`config.mk`:
```
export PLATFORM = sky130hd
export DESIGN_NAME = three_digit_seven_segment_scanner_top
export DESIGN_NICKNAME = d
export VERILOG_FILES = /design/src/hw/rtl/tdss_pkg.sv /design/src/hw/rtl/tdss_divider.sv /design/src/hw/rtl/three_digit_seven_segment_scanner_top.sv
export SDC_FILE = /design/constraint.sdc
export NUM_CORES = 1
export LEC_CHECK = 0
export BUFFER_PORTS_ARGS = -buffer_cell sky130_fd_sc_hd__buf_4
export CAP_MARGIN = 20
export CORE_ASPECT_RATIO = 0.8
export CORE_MARGIN = 1.5
export CORE_UTILIZATION = 60
export DETAILED_ROUTE_END_ITERATION = 10
export GPL_ROUTABILITY_DRIVEN = 0
export HOLD_SLACK_MARGIN = 0.05
export PLACE_DENSITY = 0.8
export SKIP_LAST_GASP = 1
export SYNTH_ARGS = -nofsm -noshare
export SYNTH_HDL_FRONTEND = slang
export SYNTH_SLANG_ARGS = --single-unit
```
`constraint.sdc`:
```
create_clock -name clk -period 7.7 [get_ports clk]
set_input_delay 0.385 -clock clk [delete_from_list [all_inputs] [get_ports clk]]
set_output_delay 0.385 -clock clk [all_outputs]
set_load 0.005 [all_outputs]
```
`src/hw/rtl/tdss_pkg.sv`:
```
// tdss_pkg: shared constants, digit code type and segment decode for the
// three-digit seven-segment scanner. no dependencies.
package tdss_pkg;

    localparam int unsigned RAW_W      = 32;
    localparam int unsigned DIV_W      = 16;
    localparam int unsigned NUM_DIGITS = 3;
    localparam int unsigned SEL_W      = 2;
    localparam int unsigned SEG_W      = 7;

    localparam logic [DIV_W-1:0] SCALE_RESET = 16'd10;
    localparam logic [DIV_W-1:0] DISP_LIMIT  = 16'd1000;
    localparam logic [DIV_W-1:0] HUND_LIMIT  = 16'd100;

    typedef logic [3:0] digit_t;

    localparam digit_t BLANK_CODE = 4'd15;

    // active-high pattern, bit0 top through bit6 middle
    function automatic logic [SEG_W-1:0] seg_decode(input digit_t code);
        logic [SEG_W-1:0] seg;
        case (code)
            4'd0:    seg = 7'h3F;
            4'd1:    seg = 7'h06;
            4'd2:    seg = 7'h5B;
            4'd3:    seg = 7'h4F;
            4'd4:    seg = 7'h66;
            4'd5:    seg = 7'h6D;
            4'd6:    seg = 7'h7D;
            4'd7:    seg = 7'h07;
            4'd8:    seg = 7'h7F;
            4'd9:    seg = 7'h6F;
            default: seg = 7'h00;
        endcase
        return seg;
    endfunction

endpackage

```
`src/hw/rtl/tdss_divider.sv`:
```
// tdss_divider: restoring radix-2 divider, one quotient bit per cycle.
// 32-bit dividend, 16-bit divisor, low 16 quotient bits out; uses tdss_pkg.
// a zero divisor yields an all-ones quotient.
module tdss_divider
(
    input  logic                       clk,
    input  logic                       rst_n,
    input  logic                       start,
    input  logic [tdss_pkg::RAW_W-1:0] dividend,
    input  logic [tdss_pkg::DIV_W-1:0] divisor,
    output logic                       done,
    output logic [tdss_pkg::DIV_W-1:0] quotient
);

    logic                       busy_reg;
    logic                       done_reg;
    logic [4:0]                 count_reg;
    logic [tdss_pkg::DIV_W-1:0] rem_reg;
    logic [tdss_pkg::RAW_W-1:0] quo_reg;

    logic [tdss_pkg::DIV_W:0]   shifted;
    logic [tdss_pkg::DIV_W:0]   diff;
    logic                       q_bit;
    logic [tdss_pkg::DIV_W-1:0] rem_next;
    logic [tdss_pkg::RAW_W-1:0] quo_next;

    always_comb
    begin
        shifted  = {rem_reg, quo_reg[tdss_pkg::RAW_W-1]};
        diff     = shifted - {1'b0, divisor};
        q_bit    = (shifted >= {1'b0, divisor});
        rem_next = q_bit ? diff[tdss_pkg::DIV_W-1:0] : shifted[tdss_pkg::DIV_W-1:0];
        quo_next = {quo_reg[tdss_pkg::RAW_W-2:0], q_bit};
    end

    always_ff @(posedge clk or negedge rst_n)
    begin
        if (!rst_n)
        begin
            busy_reg  <= 1'b0;
            done_reg  <= 1'b0;
            count_reg <= '0;
        end
        else
        begin
            done_reg <= 1'b0;
            if (start)
            begin
                busy_reg  <= 1'b1;
                count_reg <= '0;
            end
            else if (busy_reg)
            begin
                count_reg <= count_reg + 5'd1;
                if (count_reg == 5'd31)
                begin
                    busy_reg <= 1'b0;
                    done_reg <= 1'b1;
                end
            end
        end
    end

    always_ff @(posedge clk)
    begin
        if (start)
        begin
            rem_reg <= '0;
            quo_reg <= dividend;
        end
        else if (busy_reg)
        begin
            rem_reg <= rem_next;
            quo_reg <= quo_next;
        end
    end

    assign done     = done_reg;
    assign quotient = quo_reg[tdss_pkg::DIV_W-1:0];

endmodule

```
`src/hw/rtl/three_digit_seven_segment_scanner_top.sv`:
```
// three_digit_seven_segment_scanner_top: scales a raw temperature, splits it
// into three stored digits and drives one scanned digit per beat.
// depends on tdss_pkg and tdss_divider.
//
//  channel        signals                              dir
//  temp           temp_valid temp_stall temp_raw       in
//  disp           disp_valid disp_stall digit_select   out
//                 segments
//  scale_divisor  scale_divisor_we scale_divisor_wdata in
//
// one beat runs from accept to disp_valid through 32 divider steps, one
// handoff, split, store and emit; a value of 1000 or more skips store.
// the next beat can be accepted the cycle after the emit.
// temp_stall is high from accept until the result is loaded into the output
// register; a held result on disp only delays the next emit.
// reset clears the digits to zero, scan index to 0 and the divisor to 10.
module three_digit_seven_segment_scanner_top
(
    input  logic                        clk,
    input  logic                        rst_n,
    input  logic                        temp_valid,
    output logic                        temp_stall,
    input  logic [tdss_pkg::RAW_W-1:0]  temp_raw,
    output logic                        disp_valid,
    input  logic                        disp_stall,
    output logic [tdss_pkg::SEL_W-1:0]  digit_select,
    output logic [tdss_pkg::SEG_W-1:0]  segments,
    input  logic                        scale_divisor_we,
    input  logic [tdss_pkg::DIV_W-1:0]  scale_divisor_wdata
);

    typedef enum logic [2:0]
    {
        ST_IDLE,
        ST_DIVIDE,
        ST_SPLIT,
        ST_STORE,
        ST_EMIT
    } state_t;

    state_t                      state_reg;
    logic [tdss_pkg::DIV_W-1:0]  scale_reg;
    tdss_pkg::digit_t            digit_reg [tdss_pkg::NUM_DIGITS];
    logic [tdss_pkg::SEL_W-1:0]  scan_reg;
    logic                        out_valid_reg;
    logic [tdss_pkg::SEL_W-1:0]  sel_reg;
    logic [tdss_pkg::SEG_W-1:0]  seg_reg;
    logic [tdss_pkg::DIV_W-1:0]  value_reg;
    tdss_pkg::digit_t            hund_reg;
    logic [6:0]                  rem_reg;

    logic                        accept;
    logic                        div_done;
    logic [tdss_pkg::DIV_W-1:0]  div_quot;
    logic                        out_free;
    logic [15:0]                 hund_prod;
    tdss_pkg::digit_t            hund_next;
    logic [9:0]                  rem_wide;
    logic [13:0]                 tens_prod;
    tdss_pkg::digit_t            tens_next;
    logic [6:0]                  units_wide;
    logic [tdss_pkg::SEL_W-1:0]  scan_next;

    assign accept   = temp_valid && !temp_stall;
    assign out_free = !out_valid_reg || !disp_stall;

    tdss_divider u_div
    (
        .clk      (clk),
        .rst_n    (rst_n),
        .start    (accept),
        .dividend (temp_raw),
        .divisor  (scale_reg),
        .done     (div_done),
        .quotient (div_quot)
    );

    // divide by 100 and by 10 through reciprocal multiplies, exact in range
    always_comb
    begin
        hund_prod  = 16'(value_reg[9:0]) * 16'd41;
        hund_next  = hund_prod[15:12];
        rem_wide   = value_reg[9:0] - (10'(hund_next) * 10'd100);
        tens_prod  = 14'(rem_reg) * 14'd103;
        tens_next  = tens_prod[13:10];
        units_wide = rem_reg - (7'(tens_next) * 7'd10);
        scan_next  = (scan_reg == 2'(tdss_pkg::NUM_DIGITS - 1)) ? '0 : scan_reg + 2'd1;
    end

    always_ff @(posedge clk or negedge rst_n)
    begin
        if (!rst_n)
        begin
            state_reg     <= ST_IDLE;
            scale_reg     <= tdss_pkg::SCALE_RESET;
            scan_reg      <= '0;
            out_valid_reg <= 1'b0;
            for (int i = 0; i < tdss_pkg::NUM_DIGITS; i++)
            begin
                digit_reg[i] <= '0;
            end
        end
        else
        begin
            if (scale_divisor_we)
            begin
                scale_reg <= scale_divisor_wdata;
            end
            if (out_valid_reg && !disp_stall && state_reg != ST_EMIT)
            begin
                out_valid_reg <= 1'b0;
            end
            case (state_reg)
                ST_IDLE:
                begin
                    if (accept)
                    begin
                        state_reg <= ST_DIVIDE;
                    end
                end
                ST_DIVIDE:
                begin
                    if (div_done)
                    begin
                        state_reg <= ST_SPLIT;
                    end
                end
                ST_SPLIT:
                begin
                    state_reg <= (value_reg >= tdss_pkg::DISP_LIMIT) ? ST_EMIT : ST_STORE;
                end
                ST_STORE:
                begin
                    digit_reg[0] <= (value_reg >= tdss_pkg::HUND_LIMIT) ? hund_reg
                                                                        : tdss_pkg::BLANK_CODE;
                    digit_reg[1] <= tens_next;
                    digit_reg[2] <= units_wide[3:0];
                    state_reg    <= ST_EMIT;
                end
                ST_EMIT:
                begin
                    if (out_free)
                    begin
                        out_valid_reg <= 1'b1;
                        scan_reg      <= scan_next;
                        state_reg     <= ST_IDLE;
                    end
                end
                default:
                begin
                    state_reg <= ST_IDLE;
                end
            endcase
        end
    end

    always_ff @(posedge clk)
    begin
        if (state_reg == ST_DIVIDE && div_done)
        begin
            value_reg <= div_quot;
        end
        if (state_reg == ST_SPLIT)
        begin
            hund_reg <= hund_next;
            rem_reg  <= rem_wide[6:0];
        end
        if (state_reg == ST_EMIT && out_free)
        begin
            sel_reg <= scan_reg;
            seg_reg <= tdss_pkg::seg_decode(digit_reg[scan_reg]);
        end
    end

    assign temp_stall   = (state_reg != ST_IDLE);
    assign disp_valid   = out_valid_reg;
    assign digit_select = sel_reg;
    assign segments     = seg_reg;

endmodule
```
==> key figures <==
Worst setup path
  • CP Data Arrival Time: 5.11 ns
  • Element type at the critical path end: flip-flop
  • Critical setup path kind: flip-flop to flip-flop
  • Worst endpoint required time: 7.86 ns
  • CP Launch Type: flip-flop
  • Crit-path max FO: 6

Global route
  • First-pass GRT wire length: 26190 um
  • Vias in the first global route: 5461
  • Tot GR Track Use: 24.91%
  • Congestion Overflow GR: 0
  • Largest net degree at the start of global routing: 42
  • Met3 Use GR: 7.047%
  • GR Layer Usage met1: 33.51%
  • Initial antenna violation count: 0
  • Grt met2 use: 38.55%
  • Global route hottest layer: met2

Synth
  • Warnings from Yosys: 0
  • Post-synth EDFFs: 68
  • Yosys top cell by area: edfxtp_1
  • Synth unique cells: 67
  • Sequential element share of the synthesized area: 44.00%
  • Syn Area/Cell: 10.44 sq um
  • Synth Register Bits: 125
  • Synth Flop Type: edfxtp_1
  • Asr flop ratio synth: 32.80%
  • Synth area leaders: edfxtp_1 (26%), ha_1 (16%), dfrtp_1 (13%)
  • Syn_nets: 906
  • Share of the synthesized area in the top cell type: 26.50%
  • Mapped Area: 0.007706 sq mm
  • Post-Synthesis Cells: 738

Floorplan
  • Starting Density: 62.44%
  • Core area: 0.01234 sq mm
  • Horiz. Die Dim: 129.7 um
  • Die Span Y: 104.4 um
  • Rows: 36
  • I/O pin total: 64
  • Die ar.: 0.01354 sq mm

Routing
  • Detail Route Antenna Nets: 0
  • DR pass1 iterations: 4
  • Vias post-DR: 5454
  • # DRC: 0
  • Vias/cell: 5.509
  • Wire length per cell: 15.62 um
  • Detailed Route WL: 15460 um
  • 1st-iter DRT viols: 284

Layout
  • Number of flip-flops in the largest register: 32
  • Most common cell after layout, fill and taps aside: nand2_1
  • Share of layout cells above drive strength 1: 15.38%
  • Final non-filler cell area: 0.008904 sq mm
  • Most frequent cells in the layout: nand2_1 (139), ha_1 (100), edfxtp_1 (68), buf_4 (68), inv_1 (61)
  • # nets final: 974
  • Antenna cells: 0
  • Final core occ: 72.14%
  • P&R area growth vs syn: 15.54%

Clock network
  • CTS Root Cell: clkbuf_16
  • TritonCTS clock tree: done
  • Hold_buf cts: 1
  • Cts repair resizes: 0
  • Clk buf depth: 2
  • Clock slew at reported path FFs: 0.06 ns
  • H-Tree Depth: 4
  • Clk_lat worst skew: 0.43 ns
  • CTS sink cnt: 125
  • CTS Buf Count: 17
  • # Post-CTS Setup Buffers: 0

Placed design
  • Post-DP HPWL: 11110 um
  • Port buffer count: 63
  • Cell Area, Placed: 0.008308 sq mm

Timing
  • Endpoints failing setup: 0
  • FMAX: 201.9 MHz
  • Clock Skew: 0.01397 ns
  • Max Slew Vio Count: 0
  • Final Hold Viols: 0
  • Minimum clock period: 4.953 ns
  • Setup TNS: 0 ns
  • Fin Hold WS: 0.1657 ns
  • Tightest Pin Transition: 0.8625 ns
  • Fin crit share: 64.32%
  • RSZ-0062 raised after global routing: false
  • Max-slew headroom: 42.29%

Outcome
  • Run status: finished clean

Pwr
  • Leakage: 4.175 nW
  • Pwr per Cell Area: 349.4 mW/mm^2
  • Worst VDD drop: 0.0002318 V

Min path
  • Worst min path class: primary input to flip-flop

Run
  • Max-cap violations: 0
## final cells by class
class,instances,area (sq um)
Timing Repair Buffer,70,548.0
Clock buffer,17,425.4
Inverter,62,232.7
Sequential cell,125,3391
Tap cell,171,214.0
Multi-Input combinational cell,530,3933
Fill cell,880,3438
Clock inverter,15,160.2
## kinds of logic after synthesis
family	Yosys count	synth area share (%)
compound gates	144	12.10
xor+xnor	32	3.637
fa+ha+maj	115	20.13
buf+inv	83	4.968
flops	125	44.00
mux	22	3.052
simple gates	217	12.11
## path summary, 6_finish.rpt
kind	start	end	slack, ns	cells past startpoint
max	value_reg[6]$_DFFE_PP_	rem_reg[6]$_DFFE_PN_	2.75	18
min	scale_divisor_wdata[9]	scale_reg[9]$_DFFE_PN0P_	0.17	3
max reg2reg	value_reg[6]$_DFFE_PP_	rem_reg[6]$_DFFE_PN_	2.75	18
min reg2reg	u_div.quo_reg[5]$_DFFE_PP_	value_reg[5]$_DFFE_PP_	0.44	0
max in group asynchronous	rst_n	scale_reg[3]$_DFFE_PN1P_	6.82	2
min in group asynchronous	rst_n	scale_reg[11]$_DFFE_PN0P_	0.49	2
## where the power goes
| group | leakage, nW | total, mW | internal, mW | switching, mW |
|---|---|---|---|---|
| Sequential | 1.30 | 1.09 | 0.984 | 0.108 |
| Clock | 0.286 | 0.794 | 0.480 | 0.314 |
| Combinational | 2.59 | 1.22 | 0.533 | 0.692 |
| Total | 4.18 | 3.11 | 2.00 | 1.11 |
## worst max-delay path: stages (launching register included)
cell and delay [ns]:
edfxtp_1 0.51, ha_1 0.35, fa_1 0.47, ha_1 0.30, ha_1 0.32, a2111oi_0 0.37, o21ai_1 0.12, a221o_1 0.34
a21oi_1 0.26, o21bai_1 0.14, a21oi_1 0.19, xnor2_1 0.17, ha_1 0.26, inv_1 0.06, ha_1 0.25, a21oi_1 0.18
xnor2_1 0.15, xnor2_1 0.15, xnor2_1 0.09
## metal layers
layer  vias to the layer above  wire [um]
met1                      2563       7103
met3                        31        900
met2                       137       7148
met5                         -          0
li1                       2723          -
met4                         0        307
## metrics by stage
step / total power, mW / worst slack, ns / cells
6_report: 3.111 / 2.747 / 990
3_5_place_dp: 2.299 / 2.725 / 957
5_1_grt: 3.323 / 2.345 / 990
2_1_floorplan: 2.055 / 3.112 / 738
3_3_place_gp: 2.217 / 2.912 / 955
4_1_cts: 3.111 / 2.714 / 990
## Yosys cell counts, types with 2 or more instances
master,instances
nand2_1,139
ha_1,100
edfxtp_1,68
inv_1,61
dfrtp_1,39
o21ai_0,39
a21oi_1,36
nor2_1,30
xnor2_1,24
dfxtp_1,16
mux2i_1,16
fa_1,15
clkbuf_1,14
nand3_1,12
o21ai_1,11
nor3_1,8
xor2_1,8
a21o_1,5
nor2b_1,5
o21a_1,5
a21oi_2,4
mux2_2,4
nand4_1,4
o211ai_1,4
o22a_1,4
o31ai_1,4
a211oi_1,3
a21o_2,3
a31oi_1,3
nor4_1,3
o21bai_1,3
o22ai_1,3
a211o_1,2
and3_1,2
buf_12,2
buf_6,2
clkbuf_8,2
dfstp_2,2
mux2_4,2
nand2b_1,2
o311ai_0,2
or3_1,2
No activity file was read; power rests on OpenSTA's default activity.
